File: config.mk
export PLATFORM = sky130hd
export DESIGN_NAME = hsv_to_rgb_pixel
export DESIGN_NICKNAME = d
export VERILOG_FILES = /design/src/sv/hrp_pkg.sv /design/src/sv/hsv_to_rgb_pixel.sv
export SDC_FILE = /design/constraint.sdc
export NUM_CORES = 2
export LEC_CHECK = 0
export ABC_CLOCK_PERIOD_IN_PS = 7500
export BUFFER_PORTS_ARGS = -buffer_cell sky130_fd_sc_hd__buf_2
export CORE_MARGIN = 2
export CORE_UTILIZATION = 55
export CTS_BUF_LIST = sky130_fd_sc_hd__clkbuf_8
export CTS_CLUSTER_SIZE = 14
export DETAILED_ROUTE_END_ITERATION = 8
export GPL_TIMING_DRIVEN = 0
export PLACE_DENSITY = 0.84
export SKIP_CTS_REPAIR_TIMING = 1
export SKIP_LAST_GASP = 1
export SYNTH_ARGS = -nofsm -noshare
export SYNTH_HDL_FRONTEND = slang
export SYNTH_SLANG_ARGS = --single-unit
File: constraint.sdc
create_clock -name clk -period 7.5 [get_ports clk]
set_input_delay 0.75 -clock clk [delete_from_list [all_inputs] [get_ports clk]]
set_output_delay 0.75 -clock clk [all_outputs]
set_load 0.01 [all_outputs]
File: src/sv/hrp_pkg.sv
// ----------------------------------------------------------------------------
// hrp_pkg: shared constants for the hsv to rgb pixel converter
// Field widths, default fraction width and hue sector codes.
// ----------------------------------------------------------------------------
`default_nettype none

package hrp_pkg;

  // fixed field widths
  localparam int HUE_W = 16;
  localparam int SAT_W = 17;
  localparam int VAL_W = 17;
  localparam int CH_W  = 8;

  // default fixed-point fraction width
  localparam int FRAC_BITS_DEF = 16;

  // hue sectors, sixths of a turn
  localparam logic [2:0] SECTOR_RED_YELLOW    = 3'd0;
  localparam logic [2:0] SECTOR_YELLOW_GREEN  = 3'd1;
  localparam logic [2:0] SECTOR_GREEN_CYAN    = 3'd2;
  localparam logic [2:0] SECTOR_CYAN_BLUE     = 3'd3;
  localparam logic [2:0] SECTOR_BLUE_MAGENTA  = 3'd4;
  localparam logic [2:0] SECTOR_MAGENTA_RED   = 3'd5;

endpackage

`default_nettype wire

File: src/sv/hsv_to_rgb_pixel.sv
// ----------------------------------------------------------------------------
// hsv_to_rgb_pixel: fixed-point hsv to rgb color conversion
// Hue, saturation and value in, 8-bit red, green and blue out, one pixel
// per clock while the output is not stalled, through a four-stage pipeline.
// ----------------------------------------------------------------------------
//
//  channel | signals                               | direction
//  --------+---------------------------------------+----------
//  input   | in_valid, in_ready, hue, saturation,  | in
//          | brightness                            |
//  output  | out_valid, out_ready, red, green,     | out
//          | blue                                  |
//
//  Four register stages: s1, s2, s3 and the output register, which sets
//  out_valid. One pixel is taken every cycle while the output side
//  takes its results. The stages are the clamp and hue times six, the two
//  dependent multiplies (s*f, then v*(1-s*f)), and routing into the output.
//  Each stage holds its data while the stage after it is full and stalled,
//  so a stall loses and repeats nothing. Synchronous reset empties the pipe.
//
`default_nettype none

module hsv_to_rgb_pixel #(
  parameter int FRAC_BITS = hrp_pkg::FRAC_BITS_DEF
) (
  input  wire logic                       clk,
  input  wire logic                       rst,
  input  wire logic                       in_valid,
  output logic                            in_ready,
  input  wire logic [hrp_pkg::HUE_W-1:0]  hue,
  input  wire logic [hrp_pkg::SAT_W-1:0]  saturation,
  input  wire logic [hrp_pkg::VAL_W-1:0]  brightness,
  output logic                            out_valid,
  input  wire logic                       out_ready,
  output logic [hrp_pkg::CH_W-1:0]        red,
  output logic [hrp_pkg::CH_W-1:0]        green,
  output logic [hrp_pkg::CH_W-1:0]        blue
);

  // working widths
  localparam int FB  = FRAC_BITS;
  localparam int SW  = FB + 1;                 // holds 0 .. 1.0
  localparam int H6W = FB + 20;                // hue * 6 plus sector bits
  localparam int SCW = H6W - FB;               // sector field width
  localparam int CW  = (SW > hrp_pkg::SAT_W) ? SW : hrp_pkg::SAT_W;
  localparam int MW  = 2 * SW;
  localparam logic [SW-1:0] ONE_FX = {1'b1, {FB{1'b0}}};

  // channel byte: floor(x * 256) saturated to 255
  function automatic logic [hrp_pkg::CH_W-1:0] to_byte(input logic [SW-1:0] x);
    logic [8:0] b;
    b = x[SW-1:FB-8];
    return b[8] ? 8'hFF : b[7:0];
  endfunction

  // ---------------- stage 1: clamp, hue times six ----------------
  logic [H6W-1:0] h6;
  logic [SCW-1:0] sec_raw;
  logic [2:0]     sec_in;
  logic [CW-1:0]  s_ext;
  logic [CW-1:0]  v_ext;
  logic [SW-1:0]  s_cl;
  logic [SW-1:0]  v_cl;
  logic [FB-1:0]  f_in;

  logic           s1_valid;
  logic [SW-1:0]  s1_s;
  logic [SW-1:0]  s1_v;
  logic [FB-1:0]  s1_f;
  logic [SW-1:0]  s1_fn;
  logic [2:0]     s1_sec;

  // ---------------- stage 2: first products ----------------
  logic [SW+FB-1:0] m_sf;
  logic [MW-1:0]    m_sfn;
  logic [MW-1:0]    m_p;

  logic           s2_valid;
  logic [SW-1:0]  s2_sf;
  logic [SW-1:0]  s2_sfn;
  logic [SW-1:0]  s2_p;
  logic [SW-1:0]  s2_v;
  logic [2:0]     s2_sec;

  // ---------------- stage 3: second products ----------------
  logic [MW-1:0]  m_q;
  logic [MW-1:0]  m_t;

  logic           s3_valid;
  logic [SW-1:0]  s3_p;
  logic [SW-1:0]  s3_q;
  logic [SW-1:0]  s3_t;
  logic [SW-1:0]  s3_v;
  logic [2:0]     s3_sec;

  // ---------------- stage 4: routing ----------------
  logic [SW-1:0]  cr;
  logic [SW-1:0]  cg;
  logic [SW-1:0]  cb;

  // per-stage ready: a stage loads when empty or when its successor moves
  logic rdy1, rdy2, rdy3, rdy4;

  assign rdy4     = !out_valid || out_ready;
  assign rdy3     = !s3_valid || rdy4;
  assign rdy2     = !s2_valid || rdy3;
  assign rdy1     = !s1_valid || rdy2;
  assign in_ready = rdy1;

  // hue * 6 as shift and add, sector and fraction
  always_comb begin
    h6      = (H6W'(hue) << 2) + (H6W'(hue) << 1);
    sec_raw = h6[H6W-1:FB];
    f_in    = h6[FB-1:0];
    // a full turn or more takes the last sector
    if (sec_raw >= SCW'(hrp_pkg::SECTOR_MAGENTA_RED)) begin
      sec_in = hrp_pkg::SECTOR_MAGENTA_RED;
    end else begin
      sec_in = sec_raw[2:0];
    end
  end

  // saturate s and v at 1.0
  always_comb begin
    s_ext = CW'(saturation);
    v_ext = CW'(brightness);
    s_cl  = (s_ext > CW'(ONE_FX)) ? ONE_FX : SW'(s_ext);
    v_cl  = (v_ext > CW'(ONE_FX)) ? ONE_FX : SW'(v_ext);
  end

  always_ff @(posedge clk) begin
    if (rst) begin
      s1_valid <= 1'b0;
    end else if (rdy1) begin
      s1_valid <= in_valid;
    end
  end

  always_ff @(posedge clk) begin
    if (rdy1 && in_valid) begin
      s1_s   <= s_cl;
      s1_v   <= v_cl;
      s1_f   <= f_in;
      s1_fn  <= ONE_FX - SW'(f_in);
      s1_sec <= sec_in;
    end
  end

  // s*f, s*(1-f) and v*(1-s), truncated
  always_comb begin
    m_sf  = (SW+FB)'(s1_s) * (SW+FB)'(s1_f);
    m_sfn = MW'(s1_s) * MW'(s1_fn);
    m_p   = MW'(s1_v) * MW'(ONE_FX - s1_s);
  end

  always_ff @(posedge clk) begin
    if (rst) begin
      s2_valid <= 1'b0;
    end else if (rdy2) begin
      s2_valid <= s1_valid;
    end
  end

  always_ff @(posedge clk) begin
    if (rdy2 && s1_valid) begin
      s2_sf  <= m_sf[SW+FB-1:FB];
      s2_sfn <= m_sfn[SW+FB-1:FB];
      s2_p   <= m_p[SW+FB-1:FB];
      s2_v   <= s1_v;
      s2_sec <= s1_sec;
    end
  end

  // v*(1-s*f) and v*(1-s*(1-f)), truncated
  always_comb begin
    m_q = MW'(s2_v) * MW'(ONE_FX - s2_sf);
    m_t = MW'(s2_v) * MW'(ONE_FX - s2_sfn);
  end

  always_ff @(posedge clk) begin
    if (rst) begin
      s3_valid <= 1'b0;
    end else if (rdy3) begin
      s3_valid <= s2_valid;
    end
  end

  always_ff @(posedge clk) begin
    if (rdy3 && s2_valid) begin
      s3_p   <= s2_p;
      s3_q   <= m_q[SW+FB-1:FB];
      s3_t   <= m_t[SW+FB-1:FB];
      s3_v   <= s2_v;
      s3_sec <= s2_sec;
    end
  end

  // sector routing of v, p, q, t to the channels
  // zero saturation needs no special arm: p, q and t all equal v then
  always_comb begin
    unique case (s3_sec)
      hrp_pkg::SECTOR_RED_YELLOW: begin
        cr = s3_v; cg = s3_t; cb = s3_p;
      end
      hrp_pkg::SECTOR_YELLOW_GREEN: begin
        cr = s3_q; cg = s3_v; cb = s3_p;
      end
      hrp_pkg::SECTOR_GREEN_CYAN: begin
        cr = s3_p; cg = s3_v; cb = s3_t;
      end
      hrp_pkg::SECTOR_CYAN_BLUE: begin
        cr = s3_p; cg = s3_q; cb = s3_v;
      end
      hrp_pkg::SECTOR_BLUE_MAGENTA: begin
        cr = s3_t; cg = s3_p; cb = s3_v;
      end
      default: begin
        cr = s3_v; cg = s3_p; cb = s3_q;
      end
    endcase
  end

  // output register
  always_ff @(posedge clk) begin
    if (rst) begin
      out_valid <= 1'b0;
    end else if (rdy4) begin
      out_valid <= s3_valid;
    end
  end

  always_ff @(posedge clk) begin
    if (rdy4 && s3_valid) begin
      red   <= to_byte(cr);
      green <= to_byte(cg);
      blue  <= to_byte(cb);
    end
  end

endmodule

`default_nettype wire

After elaboration in Yosys (flattened, before gate mapping)
Cells that the tools add are included.
{"block": "totals", "register_bits": 240, "memories": 0, "ram_bits": 0, "output_inout_bits": 26, "romBits": 0, "latchBits": 0, "word_cells": 59, "inputBits": 54}
{"block": "op_classes", "n_shift": 0, "reduce_logical": 17, "n_div": 0, "n_lt_le_gt_ge": 3, "n_mul": 5, "n_mux": 3, "addsub": 5, "n_eq_ne": 4, "bitwise_logic": 0}
{"operator": "one-hot mux 17 bit (3 select lines)", "count": 3}
{"operator": "multiplier 18 x 18 -> 33 bit", "count": 3}
{"operator": "subtractor 17 x 17 -> 18 bit, first input constant", "count": 3}
{"operator": "greater-than comparator 17 bit, second input constant", "count": 2}
{"operator": "multiplier 17 x 16 -> 33 bit", "count": 1}
{"operator": "multiplier 17 x 17 -> 33 bit", "count": 1}
{"operator": "adder 18 x 17 -> 19 bit", "count": 1}
{"operator": "subtractor 17 x 16 -> 17 bit, first input constant", "count": 1}
{"operator": "OR reduction 2 bit", "count": 4}
{"operator": "== test 3 x 2 -> 1 bit, second input constant", "count": 2}
{"operator": "logical AND 1 bit", "count": 4}
{"operator": "zero test 1 bit", "count": 4}
{"operator": "logical OR 1 bit", "count": 4}
{"operator": "== test 3 x 1 -> 1 bit, second input constant", "count": 1}
{"operator": "== test 3 bit, second input constant", "count": 1}
{"operator": "greater-or-equal comparator 3 bit, second input constant", "count": 1}
{"operator": "zero test 3 bit", "count": 1}

Depth between registers and ports, before layout
{"block": "depth", "word_depth": 6, "depth_mapped": 32, "depth_no_buf": 30}

Worst setup path before layout
No wires, ideal clock.
{"block": "synth_path", "kind": "register to register", "from": "reg s2_sfn[0]", "to": "reg s3_t[15] (data pin)", "arrival_ns": 7.531, "required_time_ns": 7.242, "setup_slack_ns": -0.289, "period_less_slack_ns": 7.789, "path_buffers": 3, "path_stages_with_launch": 31, "setup_ns": 0.258, "cell_sequence": "edfxtp_1 -> clkbuf_1 -> clkbuf_1 -> inv_1 -> ha_1 -> inv_1 -> or4_1 -> xor2_1 -> clkbuf_1 -> nand2_1 -> fa_1 -> inv_1 -> fa_1 -> inv_1 -> fa_1 -> inv_1 -> fa_1 -> fa_1 -> inv_1 -> fa_1 -> inv_1 -> ha_1 -> a21o_1 -> a21o_1 -> a221oi_1 -> a31oi_1 -> o21a_1 -> or2_2 -> a211o_1 -> a21oi_1 -> xnor2_1"}
{"block": "synth_via", "elab_chain_cells": 2}
{"element": "from (decl)", "line_no": "hsv_to_rgb_pixel.sv:80", "rtl": "logic [SW-1:0] s2_sfn;"}
{"element": "from (signal assigned)", "line_no": "hsv_to_rgb_pixel.sv:167", "rtl": "s2_sfn <= m_sfn[SW+FB-1:FB];"}
{"element": "subtractor 17 x 17 -> 18 bit", "line_no": "hsv_to_rgb_pixel.sv:177", "rtl": "m_t = MW'(s2_v) * MW'(ONE_FX - s2_sfn);"}
{"element": "multiplier 18 x 18 -> 33 bit", "line_no": "hsv_to_rgb_pixel.sv:177"}
{"element": "named net m_t[31]", "line_no": "hsv_to_rgb_pixel.sv:87", "rtl": "logic [MW-1:0] m_t;"}
{"element": "to (signal assigned)", "line_no": "hsv_to_rgb_pixel.sv:192", "rtl": "s3_t <= m_t[SW+FB-1:FB];"}
{"element": "to (decl)", "line_no": "hsv_to_rgb_pixel.sv:92", "rtl": "logic [SW-1:0] s3_t;"}
The timed path passes the listed nets, and every way through them passes these cells.
A chain may end at the register's enable or synchronous reset.

Final worst setup path
{"block": "layout_path", "from": "reg s2_sfn[3]", "to": "reg s3_t[15] (data pin)"}
Same word-level chain as after synthesis.

==> impl_metrics.sql <==
INSERT INTO impl_metrics (metric_group, metric, value, unit) VALUES
('outcome', 'run_status', 'complete, but fails checks', ''),
('outcome', 'failed_checks', 'negative setup slack', ''),
('die', 'pin_count', '80', ''),
('layout', 'multiInputGateArea', '42600', 'um^2'),
('layout', 'seqCellArea', '5880', 'um^2'),
('critical_path', 'crit_required', '7.83', 'ns'),
('synthesis', 'postSynth.topFlopCell', 'sky130_fd_sc_hd__edfxtp_1', ''),
('global_routing', 'grt_start_max_net_pins', '33', ''),
('global_routing', 'vias_in_the_first_global_route', '43700', ''),
('synthesis', 'sequential_share_of_the_synthesized_area', '11.0', '%'),
('clock_network', 'cts_sinks', '197', ''),
('synthesis', 'synth_top_area_cell', 'sky130_fd_sc_hd__fa_1', ''),
('die', 'die_height', '315', 'um'),
('synthesis', 'syn_avg_cell_area', '9.27', 'um^2'),
('die', 'die_area', '99500', 'um^2'),
('detailed_routing', 'total_drc_errors_in_the_routed_layout', '0', ''),
('layout', 'layout.cell_area.non_filler', '58600', 'um^2'),
('synthesis', 'synthesis.nets', '7486', ''),
('die', 'placeableCoreArea', '96400', 'um^2'),
('clock_network', 'tritoncts_clock_tree', 'yes', ''),
('synthesis', 'ys_ff_latch', '197', ''),
('clock_network', 'clk_pin_slew', '0.12', 'ns'),
('hold_path', 'timing.hold.worst.class', 'in -> reg', ''),
('global_routing', 'globalRouteOverflowTotal', '0', ''),
('placement', 'dp_worst_setup_slack', '-1.94', 'ns'),
('layout', 'synthToLayoutAreaGrowth', '9.80', '%'),
('global_routing', 'antenna_violations_before_repair', '0', ''),
('critical_path', 'crit_arrival', '8.39', 'ns'),
('layout', 'final_common_cell', 'sky130_fd_sc_hd__inv_1', ''),
('sta', 'fin_worst_skew', '0.0499', 'ns'),
('critical_path', 'worst_setup_path_end_kind', 'register', ''),
('hold_path', 'min_delay_path_depth', '2', ''),
('sta', 'rsz0062_at_grt', 'true', ''),
('sta', 'final.setup.worst_slack', '-0.553', 'ns'),
('critical_path', 'worstPathMaxFanout', '10', ''),
('die', 'start_util', '55.3', '%'),
('global_routing', 'global_route.usage.total', '29.8', '%'),
('critical_path', 'cell_with_the_largest_stage_delay_on_the_worst_path', 'sky130_fd_sc_hd__fa_1', ''),
('clock_network', 'worst_skew_pair.late_latency', '0.59', 'ns'),
('die', 'num_rows', '114', ''),
('detailed_routing', 'via_per_inst', '5.69', ''),
('clock_network', 'cts-root-to-sink-buffers', '2', ''),
('critical_path', 'worstSetupStartpointType', 'register', ''),
('flow_run', 'drv.max_cap_violation_count', '0', ''),
('clock_network', 'clock_tree.htree_level_count', '4', ''),
('synthesis', 'cell_area_after_synthesis', '53300', 'um^2'),
('detailed_routing', 'ant_nets', '0', ''),
('placement', 'gpl.final_weighted_congestion', '1.00', ''),
('clock_network', 'numCtsBuffers', '17', ''),
('placement', 'portBuffers', '79', ''),
('placement', 'placed_cell_area', '55500', 'um^2'),
('layout', 'final_layout_size_suffix_gt1_share', '9.76', '%'),
('synthesis', 'number_of_instances_in_the_synthesized_netlist', '5753', ''),
('sta', 'report.final.setup_viol', '19', ''),
('sta', 'min_period', '8.05', 'ns'),
('detailed_routing', 'drt_pass1_iterations', '6', ''),
('die', 'die_width', '315', 'um'),
('critical_path', 'critical-path-max-stage-delay', '0.59', 'ns'),
('layout', 'layout.cells.most_common_list', 'sky130_fd_sc_hd__inv_1 (1,379), sky130_fd_sc_hd__fa_1 (1,100), sky130_fd_sc_hd__nand2_1 (935)', ''),
('sta', 'max-slew-margin-rel', '28.3', '%'),
('detailed_routing', 'dr.first_iter.drc_count', '3567', ''),
('sta', 'setup-tns-final', '-6.07', 'ns'),
('detailed_routing', 'route.detailed.wl_per_inst', '20.7', 'um'),
('global_routing', 'grt_pass1_wl', '230000', 'um'),
('synthesis', 'ys.warnings.count', '0', ''),
('critical_path', 'number_of_cell_instances_on_the_worst_register_to_register_path', '29', ''),
('synthesis', 'synth_edf_count', '193', ''),
('synthesis', 'yosysTopAreaCellShare', '41.9', '%'),
('synthesis', 'synth.top_cells.by_area', 'sky130_fd_sc_hd__fa_1 (42%), sky130_fd_sc_hd__ha_1 (13%), sky130_fd_sc_hd__edfxtp_1 (11%), sky130_fd_sc_hd__inv_1 (9.8%), sky130_fd_sc_hd__nand2_1 (6.7%)', ''),
('synthesis', 'ys_async_sr_fraction', '0', '%'),
('sta', 'max_freq', '0.124', 'GHz');
critical path, delay by kind of cell (launching register included):
family,cells,cell delay (ns)
adders and majority gates,7,3.41
and+or+nand+nor,9,1.81
xor gates and xnor gates,2,0.25
buffers and inverters,6,0.63
DFF,1,0.46
AOI/OAI and AO/OA,5,1.25
area by class of cell:
cell class                      instances  area share, %
Multi-Input combinational cell       3883           72.7
Sequential cell                       197           10.0
Inverter                             1395           8.94
Tap cell                             1276           2.73
Timing Repair Buffer                  218           2.69
Buffer                                257           2.17
Clock buffer                           18          0.423
Clock inverter                         14          0.293
Antenna cell                            4         0.0171
through the flow:
stage,std cells,util (%),hold slack [ns]
after floorplan,5753,-,0.400
after global placement,7108,57.4,0.403
after detailed placement,7113,57.6,0.405
after CTS,7145,58.0,0.353
after global routing,7258,60.7,0.374
final,7262,60.7,0.377
final timing paths:
path	slack (ns)	startpoint	end
max	-0.55	s2_sfn[3]	s3_t[15]
min	0.38	rst	s3_valid
max reg2reg	-0.55	s2_sfn[3]	s3_t[15]
min reg2reg	0.43	s2_p[11]	s3_p[11]
cells by family after synthesis:
kind of cell,share of synthesized area (%)
AOI/OAI and AO/OA,3.68
xor gates and xnor gates,2.41
adders and majority gates,55.1
buffers and inverters,11.8
DFF,11.0
muxes,0.134
and+or+nand+nor,15.9
cell usage after synthesis (4+ instances only):
| cell | n |
|---|---|
| sky130_fd_sc_hd__and3_1 | 4 |
| sky130_fd_sc_hd__fa_1 | 1117 |
| sky130_fd_sc_hd__o21ai_0 | 32 |
| sky130_fd_sc_hd__or4_1 | 6 |
| sky130_fd_sc_hd__nor2_1 | 111 |
| sky130_fd_sc_hd__and4_1 | 5 |
| sky130_fd_sc_hd__nand2_1 | 947 |
| sky130_fd_sc_hd__nor3b_1 | 5 |
| sky130_fd_sc_hd__xnor2_1 | 109 |
| sky130_fd_sc_hd__o21bai_1 | 5 |
| sky130_fd_sc_hd__nor2b_1 | 57 |
| sky130_fd_sc_hd__nand4_1 | 20 |
| sky130_fd_sc_hd__a22o_1 | 6 |
| sky130_fd_sc_hd__and2_1 | 482 |
| sky130_fd_sc_hd__edfxtp_1 | 193 |
| sky130_fd_sc_hd__or2_2 | 30 |
| sky130_fd_sc_hd__ha_1 | 562 |
| sky130_fd_sc_hd__mux2i_1 | 6 |
| sky130_fd_sc_hd__o211ai_1 | 14 |
| sky130_fd_sc_hd__o2111ai_1 | 6 |
| sky130_fd_sc_hd__nor3_1 | 37 |
| sky130_fd_sc_hd__a21o_1 | 22 |
| sky130_fd_sc_hd__nand3_1 | 16 |
| sky130_fd_sc_hd__or3_1 | 9 |
| sky130_fd_sc_hd__a41oi_1 | 6 |
| sky130_fd_sc_hd__buf_1 | 13 |
| sky130_fd_sc_hd__nand2b_1 | 5 |
| sky130_fd_sc_hd__a31oi_1 | 7 |
| sky130_fd_sc_hd__o21a_1 | 15 |
| sky130_fd_sc_hd__dfxtp_1 | 4 |
| sky130_fd_sc_hd__inv_1 | 1394 |
| sky130_fd_sc_hd__clkbuf_1 | 263 |
| sky130_fd_sc_hd__a22oi_1 | 27 |
| sky130_fd_sc_hd__o22ai_1 | 5 |
| sky130_fd_sc_hd__xor2_1 | 36 |
| sky130_fd_sc_hd__a21oi_1 | 75 |
| sky130_fd_sc_hd__a211oi_1 | 16 |
| sky130_fd_sc_hd__a221oi_1 | 4 |
| sky130_fd_sc_hd__o31ai_1 | 6 |
| sky130_fd_sc_hd__nor4_1 | 21 |
| sky130_fd_sc_hd__nand3b_1 | 4 |
routing by layer:
| metal | part of all wire (%) | global-route usage (%) | wire (um) |
|---|---|---|---|
| met1 | 36 | 38.1 | 53900 |
| met2 | 47 | 48.0 | 69900 |
| met3 | 11 | 7.46 | 17100 |
| met4 | 6.3 | 13.7 | 9420 |
| met5 | 0 | 0 | 0 |
state kept, by name, indices dropped and copies added (netlist names), 3 cells and up:
register,flops
s1_fn,15
s3_p,9
red,8
s1_sec,3
s1_f,15
blue,8
s3_sec,3
s3_q,9
s3_v,9
green,8
s2_v,17
s1_s,17
s2_sec,3
s1_v,17
s2_sfn,17
s3_t,9
s2_sf,17
s2_p,9
Power is left out: the tool's default activity adds up to more than one toggle a clock period on the data nets, which glitch-free logic cannot reach.
